==> src/sv/ioe_pkg.sv <==
// Shared types, operation codes and constants for the IR operation execute unit.
package ioe_pkg;

    localparam int VALUE_SLOTS_DEF   = 256;
    localparam int CONTEXT_WORDS_DEF = 32;
    localparam int QUEUE_DEPTH       = 2;

    localparam logic [63:0] MASK32 = 64'h0000_0000_FFFF_FFFF;
    localparam logic [63:0] MASK16 = 64'h0000_0000_0000_FFFF;

    typedef enum logic [4:0] {
        CMD_BEGIN    = 5'd0,
        CMD_TARGET   = 5'd1,
        CMD_END      = 5'd2,
        CMD_CONDJUMP = 5'd3,
        CMD_CONST    = 5'd4,
        CMD_LDCTX    = 5'd5,
        CMD_STCTX    = 5'd6,
        CMD_ADD      = 5'd7,
        CMD_SUB      = 5'd8,
        CMD_OR       = 5'd9,
        CMD_XOR      = 5'd10,
        CMD_SHL      = 5'd11,
        CMD_SHR      = 5'd12,
        CMD_AND      = 5'd13,
        CMD_ANDN     = 5'd14,
        CMD_BEXT     = 5'd15,
        CMD_SELEQ    = 5'd16,
        CMD_SELNE    = 5'd17,
        CMD_TRUNC32  = 5'd18,
        CMD_TRUNC16  = 5'd19
    } cmd_t;

    typedef enum logic [3:0] {
        K_BEGIN,
        K_NOP,
        K_END,
        K_JUMP,
        K_CONST,
        K_LDCTX,
        K_STCTX,
        K_ALU,
        K_BAD
    } kind_t;

    typedef struct packed {
        kind_t       kind;
        logic [4:0]  cmd;
        logic [7:0]  dest_slot;
        logic [7:0]  src_a;
        logic [7:0]  src_b;
        logic [7:0]  src_c;
        logic [7:0]  src_d;
        logic [63:0] constant_value;
        logic [31:0] rip_increment;
        logic [7:0]  jump_target;
        logic [4:0]  context_index;
    } op_t;

    typedef struct packed {
        logic [63:0] result_value;
        logic        branch_taken;
        logic [7:0]  branch_dest;
        logic        block_done;
        logic [63:0] program_counter;
        logic        bad_op;
    } res_t;

endpackage

==> src/sv/ioe_fifo.sv <==
// Small register FIFO used for the decode queue and the result queue.
module ioe_fifo #(
    parameter int WIDTH = 8,
    parameter int DEPTH = 2
) (
    input  logic             clk,
    input  logic             rst_n,
    input  logic             push,
    input  logic [WIDTH-1:0] din,
    output logic             full,
    input  logic             pop,
    output logic [WIDTH-1:0] dout,
    output logic             empty
);

    localparam int PW = (DEPTH > 1) ? $clog2(DEPTH) : 1;

    logic [WIDTH-1:0] mem_reg [DEPTH];
    logic [PW-1:0]    wr_ptr_reg, wr_ptr_next;
    logic [PW-1:0]    rd_ptr_reg, rd_ptr_next;
    logic [PW:0]      count_reg, count_next;
    logic             do_push, do_pop;

    assign full    = (count_reg == (PW+1)'(DEPTH));
    assign empty   = (count_reg == '0);
    assign do_push = push && !full;
    assign do_pop  = pop && !empty;
    assign dout    = mem_reg[rd_ptr_reg];

    always_comb
    begin
        wr_ptr_next = wr_ptr_reg;
        rd_ptr_next = rd_ptr_reg;
        count_next  = count_reg;
        if (do_push)
        begin
            wr_ptr_next = (wr_ptr_reg == PW'(DEPTH - 1)) ? '0 : wr_ptr_reg + 1'b1;
        end
        if (do_pop)
        begin
            rd_ptr_next = (rd_ptr_reg == PW'(DEPTH - 1)) ? '0 : rd_ptr_reg + 1'b1;
        end
        if (do_push && !do_pop)
        begin
            count_next = count_reg + 1'b1;
        end
        else if (do_pop && !do_push)
        begin
            count_next = count_reg - 1'b1;
        end
    end

    always_ff @(posedge clk or negedge rst_n)
    begin
        if (!rst_n)
        begin
            wr_ptr_reg <= '0;
            rd_ptr_reg <= '0;
            count_reg  <= '0;
        end
        else
        begin
            wr_ptr_reg <= wr_ptr_next;
            rd_ptr_reg <= rd_ptr_next;
            count_reg  <= count_next;
        end
    end

    always_ff @(posedge clk)
    begin
        if (do_push)
        begin
            mem_reg[wr_ptr_reg] <= din;
        end
    end

endmodule

==> src/sv/ioe_front.sv <==
// Front end: accepts operations, classifies them and queues them for execution.
module ioe_front
    import ioe_pkg::*;
(
    input  logic        clk,
    input  logic        rst_n,
    input  logic        push,
    output logic        full,
    input  logic [4:0]  cmd,
    input  logic [7:0]  dest_slot,
    input  logic [7:0]  src_a,
    input  logic [7:0]  src_b,
    input  logic [7:0]  src_c,
    input  logic [7:0]  src_d,
    input  logic [63:0] constant_value,
    input  logic [31:0] rip_increment,
    input  logic [7:0]  jump_target,
    input  logic [4:0]  context_index,
    output logic        head_valid,
    output op_t         head,
    input  logic        head_pop
);

    op_t   op;
    kind_t kind;
    logic  q_empty;

    always_comb
    begin
        unique case (cmd)
            CMD_BEGIN:    kind = K_BEGIN;
            CMD_TARGET:   kind = K_NOP;
            CMD_END:      kind = K_END;
            CMD_CONDJUMP: kind = K_JUMP;
            CMD_CONST:    kind = K_CONST;
            CMD_LDCTX:    kind = K_LDCTX;
            CMD_STCTX:    kind = K_STCTX;
            CMD_ADD, CMD_SUB, CMD_OR, CMD_XOR, CMD_SHL, CMD_SHR, CMD_AND,
            CMD_ANDN, CMD_BEXT, CMD_SELEQ, CMD_SELNE, CMD_TRUNC32,
            CMD_TRUNC16:  kind = K_ALU;
            default:      kind = K_BAD;
        endcase
    end

    always_comb
    begin
        op.kind           = kind;
        op.cmd            = cmd;
        op.dest_slot      = dest_slot;
        op.src_a          = src_a;
        op.src_b          = src_b;
        op.src_c          = src_c;
        op.src_d          = src_d;
        op.constant_value = constant_value;
        op.rip_increment  = rip_increment;
        op.jump_target    = jump_target;
        op.context_index  = context_index;
    end

    ioe_fifo #(
        .WIDTH ($bits(op_t)),
        .DEPTH (QUEUE_DEPTH)
    ) u_queue (
        .clk   (clk),
        .rst_n (rst_n),
        .push  (push),
        .din   (op),
        .full  (full),
        .pop   (head_pop),
        .dout  (head),
        .empty (q_empty)
    );

    assign head_valid = !q_empty;

endmodule

==> config.mk <==
export PLATFORM = sky130hd
export DESIGN_NAME = ioe_front
export DESIGN_NICKNAME = d
export VERILOG_FILES = /design/src/sv/ioe_pkg.sv /design/src/sv/ioe_fifo.sv /design/src/sv/ioe_front.sv
export SDC_FILE = /design/constraint.sdc
export NUM_CORES = 1
export LEC_CHECK = 0
export BUFFER_PORTS_ARGS = -buffer_cell sky130_fd_sc_hd__buf_2
export CAP_MARGIN = 10
export CORE_ASPECT_RATIO = 1.2
export CORE_UTILIZATION = 45
export DETAILED_ROUTE_END_ITERATION = 12
export GPL_TIMING_DRIVEN = 0
export PLACE_DENSITY = 0.69
export SYNTH_ARGS = -nofsm -noshare
export SYNTH_HDL_FRONTEND = slang
export SYNTH_SLANG_ARGS = --single-unit
==> constraint.sdc <==
create_clock -name clk -period 7.9 [get_ports clk]
set_clock_uncertainty 0.15 [all_clocks]
set_input_delay 0.395 -clock clk [delete_from_list [all_inputs] [get_ports clk]]
set_output_delay 0.395 -clock clk [all_outputs]
set_load 0.1 [all_outputs]
# After elaboration in Yosys (flattened, before gate mapping)
# Memories as Yosys holds them, arrays and structs flattened.
# Cells that the tools add are included.
dict set report word_totals {
  word_cells 26
  regBits 4
  romBits 128
  memories 2
  ramBits 316
}
# name words word_bits rd rd_ports_with_merged_regs write_ports line
set memory_table {}
lappend memory_table {u_queue.mem_reg 2 158 1 0 1 ioe_fifo.sv:18} ;# logic [WIDTH-1:0] mem_reg [DEPTH];
lappend memory_table {{(name not given)} 32 4 1 0 0 ioe_front.sv:30} ;# unique case (cmd)
dict set report op_classes {
  muxes 6
  eq_ne 1
  addsub 4
  n_reduce_logical 10
}
# operator count
set op_table {}
lappend op_table {{$logic_and A1 B1 Y1} 4}
lappend op_table {{$logic_not A1 Y1} 4}
lappend op_table {{$mux W1} 4}
lappend op_table {{$mux W2} 2}
lappend op_table {{$add A1 B1 Y1 const B} 2}
lappend op_table {{$add A2 B1 Y2 const B} 1}
lappend op_table {{$eq A2 B2 Y1 const B} 1}
lappend op_table {{$logic_not A2 Y1} 1}
lappend op_table {{$reduce_bool A2 Y1} 1}
lappend op_table {{$sub A2 B1 Y2 const B} 1}

# Logic depth before layout (Yosys ltp)
dict set report logic_depth {
  depth_word 7
  depth_mapped 7
  mapped_depth_nobuf 7
}

# Hierarchy
# Synthesis repeated with hierarchy kept, for this count alone.
dict set report unflattened {
  hier_cells 519
  hier_area_um2 12066.6
}
# module instances cells_per_inst seq_area_each_um2 area_per_inst_um2
set by_module_without_submodules {}
lappend by_module_without_submodules {ioe_fifo 1 511 9589.2 12021.5}
lappend by_module_without_submodules {ioe_front 1 8 0.0 45.0}

# Worst setup path before layout
# No wires, ideal clock.
dict set report synth_path {
  kind {register to register}
  from {reg u_queue.count_reg[0]}
  to {mem u_queue.mem_reg[0][0] (netlist bit), enable pin}
  period_less_slack_ps 8008
  arrival_time_ps 7180
  stages_incl_launch_ff 4
  n_path_buf 0
  required_ps 7072
  setup_ps 678
  setup_slack_ps -108
  path_cell_list {dfrtp_1 nand2b_1 nand2_1 nor2_1}
}
dict set report synth_between {
  elab_chain_len 5
}
# element line
set synth_lines {}
lappend synth_lines {{start: declaration} ioe_fifo.sv:21} ;# logic [PW:0] count_reg, count_next;
lappend synth_lines {{start signal: assignment} ioe_fifo.sv:65} ;# count_reg <= count_next;
lappend synth_lines {{$eq A2 B2 Y1} ioe_fifo.sv:24} ;# assign full = (count_reg == (PW+1)'(DEPTH));
lappend synth_lines {{$logic_not A1 Y1} ioe_fifo.sv:26} ;# assign do_push = push && !full;
lappend synth_lines {{$logic_and A1 B1 Y1} ioe_fifo.sv:26}
lappend synth_lines {{$mux W1} ioe_fifo.sv:71} ;# if (do_push)
lappend synth_lines {{$mux W1 (implied by the code)} ioe_fifo.sv:73} ;# mem_reg[wr_ptr_reg] <= din;
lappend synth_lines {{end: declaration} ioe_fifo.sv:18}
# No other way between the ends.

==> impl_metrics.yaml <==
critical_path:
  cp_num_buf_inv: 4
  crit_top_cell: "buf_6"
  cp.arrival_ps: 2050
  end_kind: "output pin"
  setup.worst_path.start_class: "register"
  worstPathRequired_ps: 7360
  crit_chain: "buf_6 > buf_6 > buf_6 > mux2_4 > buf_2"
  r2r_slack_ps: 5540
  critPathMaxFanout: 10
  slowest_delay_ps: 340
  slowest_stage: "dfrtp_1"
  cp_top_family: "buffers and inverters"
  crit_type: "reg2out"
cells_and_area:
  syn2layout_area_growth_pct: 38.7
  final_core_util_pct: 63.5
  drive_gt1_share_pct: 50.9
  largest_register_ffs: 316
  fin_nets: 1193
route:
  drcViolationCount: 0
  num_vias: 6597
  drt_iter0_markers: 203
  wl_mm: 23.9
  maxUsedRoutingLayer: "met4"
  routedWlPerCell_um: 17.1
  met3WireLength_mm: 1.80
  wl_met2_mm: 12.7
  drt-met1-wl_mm: 8.61
  drtAntennaViolNets: 0
  vias_per_cell: 4.73
  first_pass_iters: 4
sta:
  drv_slew: 0
  finalHoldViolCount: 0
  hold_slack_ps: 136
  fin_tns_setup_ps: 0
  fin_crit_ps: 2590
  setup_viol: 0
  max_freq_mhz: 386
  rsz0062_at_grt: "no"
  worstMarginPinSlew_ps: 606
  min_period_over_period_pct: 32.8
  relSlewSlack_pct: 59.6
hold_path:
  worstHoldPathType: "in2reg"
clock_tree:
  clk_path_buf_depth: 3
  hold_buffers: 158
  root_buffer: "clkbuf_16"
  clk_pin_slew_ps: 60
  cts_tree: "yes"
  htree_levels: 1
  ctsResizeCount: 0
  numCtsBuffers: 31
  insertion_delay_ps: 540
  cts_sinks: 320
  post-cts-setup-buffers: 0
place:
  dp.final_hpwl_mm: 15.0
  numPortBuffers: 317
  routabilityCongestion: 0.753
run:
  maxCapViolCount: 0
floorplan:
  core_mm2: 0.0264
  pin_count: 318
  die_area_mm2: 0.0275
  start_util_pct: 45.8
  dieHeight_um: 181
  rows: 65
  die_w_um: 151
grt:
  grt_pass1_wl_mm: 35.8
  grt_pass1_vias: 6948
  grt_max_degree: 64
  grt.overflow.total: 0
  antenna_found_initial: 1
  gr-usage-all-layers_pct: 17.0
yosys:
  yosysTopAreaCellShare_pct: 78.7
  seq_area_frac_synth_pct: 79.5
  syn_area_mm2: 0.0121
  yosysTopAreaCell: "edfxtp_1"
  ys_types: 17
  avgSynthCellArea_um2: 23.3
  ys_ff_latch: 320
  yosysWarnings: 0
  yosys-top-cells-area: "edfxtp_1 (79%), mux2_4 (13%), mux2_2 (5.3%)"
  synth_nets: 677
  synth_cells: 518
status:
  outcome: "finished clean"
cell type report:
class	count	area (um^2)
tap	335	419
clock inverter	12	52.6
timing repair buffer	483	3350
sequential	320	9590
antenna	1	2.50
fill	1850	9630
multi-input combinational	178	2290
inverter	2	7.51
clock buffer	45	828
buffer	18	178
path summary, 6_finish.rpt:
path | startpoint | depth (start not counted) | to
setup / recovery | u_queue.rd_ptr_reg | 5 | head[46]
hold / removal | push | 3 | u_queue.wr_ptr_reg
setup reg to reg | u_queue.count_reg[0] | 6 | u_queue.mem_reg[0][100]
hold reg to reg | u_queue.count_reg[1] | 1 | u_queue.count_reg[1]
max in group asynchronous | rst_n | 4 | u_queue.wr_ptr_reg
min in group asynchronous | rst_n | 3 | u_queue.count_reg[0]
layout by cell type, fill, tap and decap left out:
| master | count |
|---|---|
| diode_2 | 1 |
| inv_1 | 2 |
| clkinv_1 | 8 |
| buf_12 | 5 |
| buf_6 | 14 |
| dfrtp_1 | 4 |
| clkbuf_1 | 14 |
| clkbuf_16 | 31 |
| o21a_1 | 1 |
| mux2_2 | 57 |
| dlygate4sd3_1 | 158 |
| nor3_1 | 3 |
| xnor2_1 | 3 |
| nand2_1 | 2 |
| nand2b_1 | 1 |
| buf_16 | 3 |
| buf_2 | 321 |
| or2_2 | 1 |
| and3_4 | 1 |
| clkinv_2 | 3 |
| xor2_1 | 2 |
| ha_1 | 1 |
| mux2_4 | 101 |
| nor2_1 | 4 |
| edfxtp_1 | 316 |
| clkinvlp_4 | 1 |
| nor2_4 | 1 |
kinds of logic (layout without fill, tap and decap cells):
kind of cell | after synthesis | in the layout | share of synthesized area (%)
AOI/OAI and AO/OA | 1 | 1 | 0.0623
xor gates and xnor gates | 5 | 5 | 0.363
adders and majority gates | 1 | 1 | 0.104
buffers and inverters | 20 | 560 | 1.54
DFF | 320 | 320 | 79.5
muxes | 158 | 158 | 17.9
other | 0 | 1 | 0
and+or+nand+nor | 13 | 13 | 0.498
synthesized netlist by cell type:
master and n:
ha_1 1, inv_1 2, and3_1 1, buf_6 14, o21a_1 1, nand2_1 2
nand2b_1 1, xnor2_1 3, mux2_2 57, xor2_1 2, dfrtp_1 4, edfxtp_1 316
buf_2 4, or2_2 1, mux2_4 101, nor2_1 5, nor3_1 3
tightest hold or removal path, stage by stage:
cell	delay, ps
buf_2	110
nand2_1	170
xnor2_1	100
per-stage QoR:
| stage | cells | instance area (um^2) | setup slack [ps] |
|---|---|---|---|
| 6_report | 1394 | 16700 | 5310 |
| 5_1_grt | 1394 | 16700 | 5230 |
| 4_1_cts | 1393 | 16700 | 5250 |
| 3_5_place_dp | 1178 | 14300 | 5600 |
| 3_3_place_gp | 1170 | 14100 | 121 |
| 2_1_floorplan | 518 | 12100 | 2560 |
layer usage:
metal	up-vias	GRT usage, %
li1	3090	-
met1	3217	18.3
met2	231	31.1
met3	59	4.37
met4	0	6.44
met5	-	0
Power is not shown: default switching activity piles up to over one toggle a cycle in this logic, so the estimate is an artifact.
