File: config.mk
export PLATFORM = sky130hd
export DESIGN_NAME = ioe_fifo
export DESIGN_NICKNAME = d
export VERILOG_FILES = /design/src/sv/ioe_fifo.sv
export SDC_FILE = /design/constraint.sdc
export NUM_CORES = 1
export LEC_CHECK = 0
export ABC_AREA = 1
export ABC_CLOCK_PERIOD_IN_PS = 1800
export BUFFER_PORTS_ARGS = -buffer_cell sky130_fd_sc_hd__buf_2
export CORE_UTILIZATION = 49
export DETAILED_ROUTE_END_ITERATION = 16
export GPL_ROUTABILITY_DRIVEN = 1
export GPL_TIMING_DRIVEN = 0
export PLACE_DENSITY = 0.83
export SLEW_MARGIN = 20
export SYNTH_ARGS = -nofsm -noshare
export SYNTH_HDL_FRONTEND = slang
export SYNTH_SLANG_ARGS = --single-unit
File: constraint.sdc
create_clock -name clk -period 1.8 [get_ports clk]
set_clock_uncertainty 0.05 [all_clocks]
set_input_delay 0 -clock clk [delete_from_list [all_inputs] [get_ports clk]]
set_output_delay 0 -clock clk [all_outputs]
set_load 0.05 [all_outputs]
File: src/sv/ioe_fifo.sv
// Small register FIFO used for the decode queue and the result queue.
module ioe_fifo #(
    parameter int WIDTH = 8,
    parameter int DEPTH = 2
) (
    input  logic             clk,
    input  logic             rst_n,
    input  logic             push,
    input  logic [WIDTH-1:0] din,
    output logic             full,
    input  logic             pop,
    output logic [WIDTH-1:0] dout,
    output logic             empty
);

    localparam int PW = (DEPTH > 1) ? $clog2(DEPTH) : 1;

    logic [WIDTH-1:0] mem_reg [DEPTH];
    logic [PW-1:0]    wr_ptr_reg, wr_ptr_next;
    logic [PW-1:0]    rd_ptr_reg, rd_ptr_next;
    logic [PW:0]      count_reg, count_next;
    logic             do_push, do_pop;

    assign full    = (count_reg == (PW+1)'(DEPTH));
    assign empty   = (count_reg == '0);
    assign do_push = push && !full;
    assign do_pop  = pop && !empty;
    assign dout    = mem_reg[rd_ptr_reg];

    always_comb
    begin
        wr_ptr_next = wr_ptr_reg;
        rd_ptr_next = rd_ptr_reg;
        count_next  = count_reg;
        if (do_push)
        begin
            wr_ptr_next = (wr_ptr_reg == PW'(DEPTH - 1)) ? '0 : wr_ptr_reg + 1'b1;
        end
        if (do_pop)
        begin
            rd_ptr_next = (rd_ptr_reg == PW'(DEPTH - 1)) ? '0 : rd_ptr_reg + 1'b1;
        end
        if (do_push && !do_pop)
        begin
            count_next = count_reg + 1'b1;
        end
        else if (do_pop && !do_push)
        begin
            count_next = count_reg - 1'b1;
        end
    end

    always_ff @(posedge clk or negedge rst_n)
    begin
        if (!rst_n)
        begin
            wr_ptr_reg <= '0;
            rd_ptr_reg <= '0;
            count_reg  <= '0;
        end
        else
        begin
            wr_ptr_reg <= wr_ptr_next;
            rd_ptr_reg <= rd_ptr_next;
            count_reg  <= count_next;
        end
    end

    always_ff @(posedge clk)
    begin
        if (do_push)
        begin
            mem_reg[wr_ptr_reg] <= din;
        end
    end

endmodule

After elaboration in Yosys (flattened, before gate mapping)
Memory sizes are Yosys's and may differ from the RTL's.
Index checks and enable logic that the tools add are counted.
{ "op_classes": {"n_eq_ne": 1, "muxes": 6, "n_reduce_logical": 10, "add_sub_neg": 4} }
{ "ops": {"columns": ["cell", "count"], "rows": [
  ["$logic_and A1 B1 Y1", 4],
  ["$logic_not A1 Y1", 4],
  ["$mux W1", 4],
  ["$mux W2", 2],
  ["$add A1 B1 Y1 const B", 2],
  ["$add A2 B1 Y2 const B", 1],
  ["$eq A2 B2 Y1 const B", 1],
  ["$logic_not A2 Y1", 1],
  ["$reduce_bool A2 Y1", 1],
  ["$sub A2 B1 Y2 const B", 1]
]} }
{ "totals": {"n_memories": 1, "elab_cells": 25, "reg_bits": 4, "ram_bits": 16} }
{ "mem_list": {"columns": ["memory", "words", "width", "read_ports", "rd_ports_with_merged_regs", "wr", "line_no", "rtl"], "rows": [
  ["mem_reg", 2, 8, 1, 0, 1, "18", "logic [WIDTH-1:0] mem_reg [DEPTH];"]
]} }

Logic depth before layout (Yosys ltp)
Gate-level depths: netlist (run 1).
{ "depth": {"word_depth": 7, "ltp_mapped": 9, "mapped_depth_nobuf": 9} }

Least setup slack after synthesis (run 1)
OpenSTA, ideal clock, no wires.
{ "synth_path": {"path_type": "register -> register", "startpoint": "register count_reg[0]", "endpoint": "register count_reg[1]", "n_path_buf": 0, "stages_incl_launch_ff": 8, "setup_slack_ns": 0.112, "period_less_slack_ns": 1.688, "t_arrival_ns": 1.521, "required_time_ns": 1.633, "cell_sequence": "dfrtp_1 > nor2_2 > nor2_2 > ha_1 > inv_1 > nand3_1 > nand2_1 > nand2_1"} }
{ "synth_via": {"elab_chain_cells": 6} }
{ "synth_lines": {"columns": ["item", "line_no", "rtl"], "rows": [
  ["start, declared", "21", "logic [PW:0] count_reg, count_next;"],
  ["start signal, assigned", "65", "count_reg <= count_next;"],
  ["$eq A2 B2 Y1 (*)", "24", "assign full = (count_reg == (PW+1)'(DEPTH));"],
  ["net full", "10", "output logic full,"],
  ["$logic_not A1 Y1 (*)", "26", "assign do_push = push && !full;"],
  ["$logic_and A1 B1 Y1 (*)", "26", null],
  ["$logic_not A1 Y1", "47", "else if (do_pop && !do_push)"],
  ["$logic_and A1 B1 Y1", "47", null],
  ["$reduce_bool A2 Y1 (no source line)", null, null]
]} }
The timed path passes the listed nets; every way through them passes the cells marked *. The select of a mux whose other input is x is not followed.
A chain may end at the register's enable or synchronous reset.

Worst setup path after layout (run 1)
{ "layout_path": {"startpoint": "register count_reg[1]", "endpoint": "memory mem_reg[1][5], enable pin"} }
{ "layout_via": {"elab_chain_cells": 5} }
{ "layout_lines": {"columns": ["item", "line_no", "rtl"], "rows": [
  ["$eq A2 B2 Y1", "24", null],
  ["$logic_not A1 Y1", "26", null],
  ["$logic_and A1 B1 Y1", "26", null],
  ["$mux W1", "71", "if (do_push)"],
  ["$mux W1 (not written as such)", "73", "mem_reg[wr_ptr_reg] <= din;"],
  ["end, declared", "18", null]
]} }
No other way between the ends.

==> qor.yml, run 1 <==
report.final.setup_viol: 0
dr_total_vias: 613
rsz0062_at_grt: "no"
cts_tree: "yes"
critPathLaunchType: "flop"
seqPwrFrac_pct: 37.7
fmax_ghz: 0.614
r2r_cells: 3
drc: 0
slew_viol_final: 0
cp-end-kind: "flop"
cts-root-buf: "clkbuf_4"
post_cts_resized: 0
yosys.area.top_type: "edfxtp_1"
synth.area.top_cells: "edfxtp_1 (59%), nand2_1 (15%), dfrtp_1 (12%)"
place_area_um2: 935
syn_avg_cell_area_um2: 11.1
fin_crit_ns: 1.63
min_path_cells: 4
grt_overflow: 0
cp_max_fo: 8
antenna_found_initial: 0
timing.hold.ws_ns: -0.0000285
fp.dieH_um: 42.6
syn_nets: 86
final_nets: 123
p_leak_nw: 0.510
path_clk_slew_ns: 0.10
path_class: "flop to flop"
worstPathArrival_ns: 1.50
numCtsBuffers: 3
p_switching_w: 0.000912
cts_hold_buf: 11
grt_pass1_vias: 599
utilization_pct: 70.3
first_iter_violations: 7
worst_pin_slew_ns: 0.701
max-cap-violations: 0
wire_per_inst_um: 11.6
htreeDepth: 1
dieArea_mm2: 0.00182
combPwrFrac_pct: 51.5
tns_ns: 0
setup_slack_ns: 0.173
first_pass_iters: 4
syn_to_final_growth_pct: 32.3
ys_seq_elements: 20
initial_core_util_pct: 53.1
finalHoldViolCount: 1
pwr-share-clk_pct: 10.9
rows: 14
required_ns: 1.68
cts.sinks: 20
seq_area_frac_synth_pct: 71.7
ys_warn_count: 0
ant_nets: 0
hp-class: "input pin to flop"
clk_latency_ns: 0.28
netlist_area_um2: 810
num_io_pins: 22
vias_per_cell: 4.90
power_density_mw_per_mm2: 1740
outcome: "complete, but fails checks"
grt_max_degree: 12
swShare_pct: 48.9
n_antenna_cell: 0
die_width_um: 42.6
synth_cell_types: 14
netlist.area_leader.share_pct: 59.4
cts_buffer_depth: 2
synthCells: 73
ir_worst_vdd_mv: 0.921
place.gp.congestion: 0.806
design_area_mm2: 0.00107
grt.total_usage_pct: 18.3
relSlewSlack_pct: 53.1
dp_slack_ns: 0.197
power.internal_w: 0.000954
largest_reg_flops: 16
drive_above_1_share_pct: 25.7
cts_setup_buffers: 0
grt_pass1_wl_um: 2390
fin_crit_sh_pct: 90.4
core_mm2: 0.00152
dpl.hpwl_um: 1000
io_buffers: 21
failed_checks: "hold timing"
wl_um: 1450
## worst paths after layout
check | start | endpoint | slack [ns]
min | push | wr_ptr_reg | -0.00003
min in group asynchronous | rst_n | rd_ptr_reg | 0.56
min reg2reg | wr_ptr_reg | wr_ptr_reg | 0.44
max | count_reg[1] | mem_reg[1][5] | 0.17
max reg2reg | count_reg[1] | mem_reg[1][5] | 0.17
max in group asynchronous | rst_n | count_reg[0] | 0.95
## cells by family after synthesis
logic type	synth area share, %
simple gates	20.1
xor+xnor	1.08
buf+inv	4.33
compound gates	1.24
fa+ha+maj	1.55
flops	71.7
## power by group through the flow
stage	clock network (W)	logic (W)	registers (W)
3_5_place_dp	0	0.000947	0.000712
6_report	0.000203	0.000961	0.000703
5_1_grt	0.000228	0.00103	0.000716
3_3_place_gp	0	0.000918	0.000705
4_1_cts	0.000209	0.000967	0.000703
2_1_floorplan	0	0.000745	0.000697
## cell usage after synthesis, drive strengths merged
| master | instances |
|---|---|
| nand3 | 1 |
| dfrtp | 4 |
| inv | 8 |
| buf | 1 |
| ha | 1 |
| o21ai | 2 |
| nand2 | 33 |
| nand4 | 1 |
| nand3b | 1 |
| nor2 | 4 |
| edfxtp | 16 |
| xnor2 | 1 |
## cell usage in the layout (no fill, tap or decap)
cell type	Yosys	final
buf_2	1	22
ha_1	1	1
nor2_1	2	2
inv_1	7	7
clkbuf_4	0	3
clkinv_1	0	1
dfrtp_1	4	4
nand4_1	1	1
nand3b_1	1	1
dlygate4sd3_1	0	11
inv_2	1	1
nand3_1	1	1
xnor2_1	1	1
nand2_1	33	33
o21ai_0	2	2
edfxtp_1	16	16
nor2_2	2	2
## through the flow
stage / hold WS [ns] / instances / power, W
finish: -0.0000285 / 125 / 0.00187
global route: 0.0132 / 125 / 0.00197
CTS: 0.00623 / 125 / 0.00188
detailed placement: -0.236 / 110 / 0.00166
global placement: -0.240 / 110 / 0.00162
floorplan: -0.346 / 73 / 0.00144
## metal layers
metal / vias to the layer above / share of wire [%] / global-route usage, % / wire length (um)
met2: 19 / 53 / 33.0 / 773
met4: 0 / 1.0 / 9.38 / 15
met3: 2 / 4.8 / 2.59 / 70
met5: - / 0 / 0 / 0
li1: 307 / - / - / -
met1: 285 / 40 / 20.7 / 585
## cell type report
type                            instances  area [um2]
Buffer                                  1        5.00
Clock buffer                            3        22.5
Clock inverter                          1        3.75
Fill cell                             112         453
Inverter                                8        30.0
Multi-Input combinational cell         44         194
Sequential cell                        20         581
Tap cell                               16        20.0
Timing Repair Buffer                   32         215
## critical path: stages, from the launching register on
cell	delay, ns
dfrtp_1	0.42
inv_1	0.12
o21ai_0	0.12
nor2_1	0.56
No activity file was read; power rests on OpenSTA's default activity.
==> run 2: changes to the inputs <==
--- a/config.mk
+++ b/config.mk
@@ -13,6 +13,7 @@
 export GPL_ROUTABILITY_DRIVEN = 1
 export GPL_TIMING_DRIVEN = 0
 export PLACE_DENSITY = 0.83
+export RECOVER_POWER = 100
 export SLEW_MARGIN = 20
 export SYNTH_ARGS = -nofsm -noshare
 export SYNTH_HDL_FRONTEND = slang
==> run 2 against run 1 <==
Compared with the run above:
- the flow still finishes with violations (hold timing)
- via count down 2.0%
- flip-flop and latch count is the same
- maximum frequency up 1.2%
- worst hold slack got worse by 0.0067 ns
- critical path depth is 2 higher
- final area shrank 1.2%
- largest cell class unchanged
- largest power group unchanged
==> qor.yml, run 2 (synthesis gave the netlist of run 1 again) <==
post_cts_resized: 0
cts.sinks: 20
tns_ns: 0
mostFrequentLayoutCell: "nand2_1"
crit_chain: "clkbuf_1 -> inv_2 -> nand2_1 -> nand2_1 -> clkbuf_2"
cts_buffer_depth: 2
max-cap-violations: 0
cp-end-kind: "output port"
path_common_cell: "nand2_1"
drive_above_1_share_pct: 18.3
rows: 14
dieArea_mm2: 0.00182
path_buf_inv: 3
n_antenna_cell: 0
ir_worst_vdd_mv: 0.987
required_ns: 1.75
hp-class: "input pin to flop"
numCtsBuffers: 3
failed_checks: "hold timing"
cts-root-buf: "clkbuf_4"
grt.total_usage_pct: 18.3
dr_total_vias: 601
first_iter_violations: 8
final_nets: 123
slew_viol_final: 0
first_pass_iters: 4
core_mm2: 0.00152
power_density_mw_per_mm2: 1750
clk_latency_ns: 0.28
worst_pin_slew_ns: 0.690
p_leak_nw: 0.492
cts_tree: "yes"
grt_overflow: 0
io_buffers: 21
fin_crit_ns: 1.61
cts_setup_buffers: 0
vias_per_cell: 4.81
fin_crit_sh_pct: 89.3
grt_pass1_vias: 599
wire_per_inst_um: 11.5
antenna_found_initial: 0
layout_common_cells: "nand2_1 (33), edfxtp_1 (16), dlygate4sd3_1 (11)"
crit_slowest_cell: "clkbuf_1"
fmax_ghz: 0.622
syn_to_final_growth_pct: 30.8
grt_pass1_wl_um: 2390
num_io_pins: 22
report.final.setup_viol: 0
ant_nets: 0
htreeDepth: 1
cpPeakStageDelay_ns: 0.36
initial_core_util_pct: 53.1
rsz0062_at_grt: "no"
dpl.hpwl_um: 1000
critPathLaunchType: "flop"
drc: 0
die_width_um: 42.6
finalHoldViolCount: 1
wl_um: 1440
outcome: "complete, but fails checks"
path_class: "flop to output port"
cp_max_fo: 10
worstPathArrival_ns: 1.56
grt_max_degree: 12
place.gp.congestion: 0.806
cp_top_family: "buffers and inverters"
relSlewSlack_pct: 53.8
largest_reg_flops: 16
fp.dieH_um: 42.6
path_clk_slew_ns: 0.10
timing.hold.ws_ns: -0.00676
[run 2: final cells by class]
class,count,area (um2)
clock buffers,3,22.5
multi-input cells,44,189
plain buffers,1,3.75
fillers,119,465
flip-flops and latches,20,581
inverters,8,30.0
repair buffers,32,209
well taps,16,20.0
clock inverters,1,3.75
[run 2: layer usage]
metal	part of all wire, %	GRT usage, %	wire length, um	up-vias
li1	-	-	-	307
met1	43	20.7	622	281
met2	53	33.0	766	11
met3	2.5	2.59	36	2
met4	1.0	9.38	15	0
met5	0	0	0	-
[run 2: repair_timing]
item / 4_1_cts / 5_1_grt
hold buffers: 11 / 0
endpoints found under the setup margin: 0 / 0
endpoints found under the hold margin: 21 / 0
[run 2: final timing paths]
kind | from | end | slack (ns) | cells past startpoint
max | rd_ptr_reg | dout[4] | 0.19 | 5
min | push | wr_ptr_reg | -0.007 | 4
max reg2reg | count_reg[1] | mem_reg[1][6] | 0.20 | 3
min reg2reg | wr_ptr_reg | wr_ptr_reg | 0.44 | 2
max in group asynchronous | rst_n | count_reg[0] | 0.96 | 3
min in group asynchronous | rst_n | rd_ptr_reg | 0.57 | 3
[run 2: power by group]
part           total (W)  switching, W  internal, W
clock           0.000203      0.000123    0.0000804
combinational   0.000945      0.000730     0.000214
sequential      0.000703     0.0000595     0.000643
[run 2: worst register-to-register path, cell delays in order, from the launching register on]
cell	delay (ns)
dfrtp_1	0.42
inv_1	0.11
o21ai_0	0.11
nor2_1	0.55
[run 2: metrics by stage]
step / worst slack (ns) / utilization [%] / area, um2 / instances / total power, W
floorplan: 0.112 / - / 810 / 73 / 0.00144
global placement: 0.224 / 61.3 / 935 / 110 / 0.00162
detailed placement: 0.197 / 61.3 / 935 / 110 / 0.00166
CTS: 0.178 / 70.3 / 1070 / 125 / 0.00188
global route: 0.0455 / 69.5 / 1060 / 125 / 0.00196
finish: 0.192 / 69.5 / 1060 / 125 / 0.00185
==> run 3: changes to the inputs <==
--- a/config.mk
+++ b/config.mk
@@ -14,6 +14,7 @@
 export GPL_TIMING_DRIVEN = 0
 export PLACE_DENSITY = 0.83
 export RECOVER_POWER = 100
+export REMOVE_ABC_BUFFERS = 1
 export SLEW_MARGIN = 20
 export SYNTH_ARGS = -nofsm -noshare
 export SYNTH_HDL_FRONTEND = slang
==> run 3 against run 2 <==
Compared with the run above:
- the run now ends clean
- first-iteration DRC count increased by 50%
- register-to-register slack improved by 0.03 ns
- largest power group unchanged
- highest routed layer unchanged
- critical path depth is 3 lower
- maximum frequency is 2.5% higher
==> qor.yml, run 3 (synthesis gave the netlist of run 1 again) <==
outcome: "finished, final reports clean"
mostFrequentLayoutCell: "nand2_1"
htreeDepth: 1
min_to: "mem_reg[1][2]"
grt_overflow: 0
max-cap-violations: 0
n_antenna_cell: 0
clk_latency_ns: 0.29
path_class: "flop to flop"
dieArea_mm2: 0.00182
wl_um: 1440
first_iter_violations: 12
report.final.setup_viol: 0
fin_crit_ns: 1.57
rows: 14
cts_tree: "yes"
final_nets: 123
r2r_end: "mem_reg[1][5]"
syn_to_final_growth_pct: 31.8
rrSetupSlack_ns: 0.23
place.gp.congestion: 0.669
fin_crit_sh_pct: 87.2
initial_core_util_pct: 53.1
path_clk_slew_ns: 0.11
fmax_ghz: 0.637
grt_pass1_vias: 569
required_ns: 1.69
utilization_pct: 70.0
grt_pass1_wl_um: 2410
r2r_start: "count_reg[0]"
core_mm2: 0.00152
hp-class: "input pin to flop"
die_width_um: 42.6
io_buffers: 21
hp-start: "din[2]"
wire_per_inst_um: 11.5
cts_hold_buf: 12
p_leak_nw: 0.497
grt.total_usage_pct: 19.0
fp.dieH_um: 42.6
grt_max_degree: 12
cp-end-kind: "flop"
critPathLaunchType: "flop"
tns_ns: 0
cts.sinks: 20
vias_per_cell: 4.84
dr_total_vias: 605
layout_common_cells: "nand2_1 (33), edfxtp_1 (16), dlygate4sd3_1 (12)"
relSlewSlack_pct: 55.6
cts_setup_buffers: 0
worstPathArrival_ns: 1.45
r2r_cells: 2
power_density_mw_per_mm2: 1730
post_cts_resized: 0
min_path_cells: 2
cts_buffer_depth: 2
drc: 0
antenna_found_initial: 0
numCtsBuffers: 3
num_io_pins: 22
worst_pin_slew_ns: 0.663
ir_worst_vdd_mv: 0.916
drive_above_1_share_pct: 18.3
dpl.hpwl_um: 942
cp_max_fo: 8
cts-root-buf: "clkbuf_4"
n_fill_cell: 125
ant_nets: 0
finalHoldViolCount: 0
largest_reg_flops: 16
first_pass_iters: 4
rsz0062_at_grt: "no"
slew_viol_final: 0
[run 3: changes by cell type in the layout (fill, tap and decap cells not counted), sizes merged]
cell,delta
clkbuf,+1
buf,-2
dlygate4sd3,+1
[run 3: worst max-delay path by stage]
stage               cells after the start       endpoint  slack, ns    startpoint
floorplan                               7   count_reg[1]       0.11  count_reg[0]
global placement                        3  mem_reg[1][7]       0.23  count_reg[1]
detailed placement                      3  mem_reg[1][5]       0.23  count_reg[1]
CTS                                     3  mem_reg[1][5]       0.21  count_reg[1]
global route                            2  mem_reg[1][5]       0.09  count_reg[0]
finish                                  2  mem_reg[1][5]       0.23  count_reg[0]
[run 3: critical path, stage by stage, from the launching register on]
cell	delay [ns]
dfrtp_1	0.48
o21ai_0	0.15
nor2_1	0.53
[run 3: metrics by stage]
| stage | setup slack [ns] | total power, W | cell area, um2 | instances | hold slack (ns) |
|---|---|---|---|---|---|
| after detailed placement | 0.231 | 0.00164 | 930 | 109 | -0.240 |
| after global routing | 0.0851 | 0.00196 | 1070 | 125 | 0.354 |
| final | 0.231 | 0.00184 | 1070 | 125 | 0.361 |
| after CTS | 0.210 | 0.00187 | 1080 | 125 | 0.358 |
| after global placement | 0.231 | 0.00161 | 930 | 109 | -0.237 |
| after floorplan | 0.112 | 0.00143 | 805 | 72 | -0.346 |
[run 3: cell type report]
type / instances / area, um2 / area share, %
clock inverter: 1 / 3.75 / 0.352
inverter: 8 / 30.0 / 2.81
clock buffer: 3 / 22.5 / 2.11
multi-input combinational: 44 / 191 / 17.9
sequential: 20 / 581 / 54.4
tap: 16 / 20.0 / 1.88
timing repair buffer: 33 / 219 / 20.5
[run 3: routing by layer]
metal  global-route usage [%]  share of wire, %  vias up  wire [um]
met5                        0                 0        -          0
met4                     9.38              0.76        0         11
met3                     6.47               3.5        2         50
met2                     29.4                52       16        744
met1                     23.7                44      278        636
li1                         -                 -      309          -
[run 3: where the power goes]
part           internal, W  switching (W)  total [W]
clock            0.0000808       0.000126   0.000207
sequential        0.000643      0.0000938   0.000737
combinational     0.000210       0.000689   0.000899
total             0.000934       0.000908    0.00184
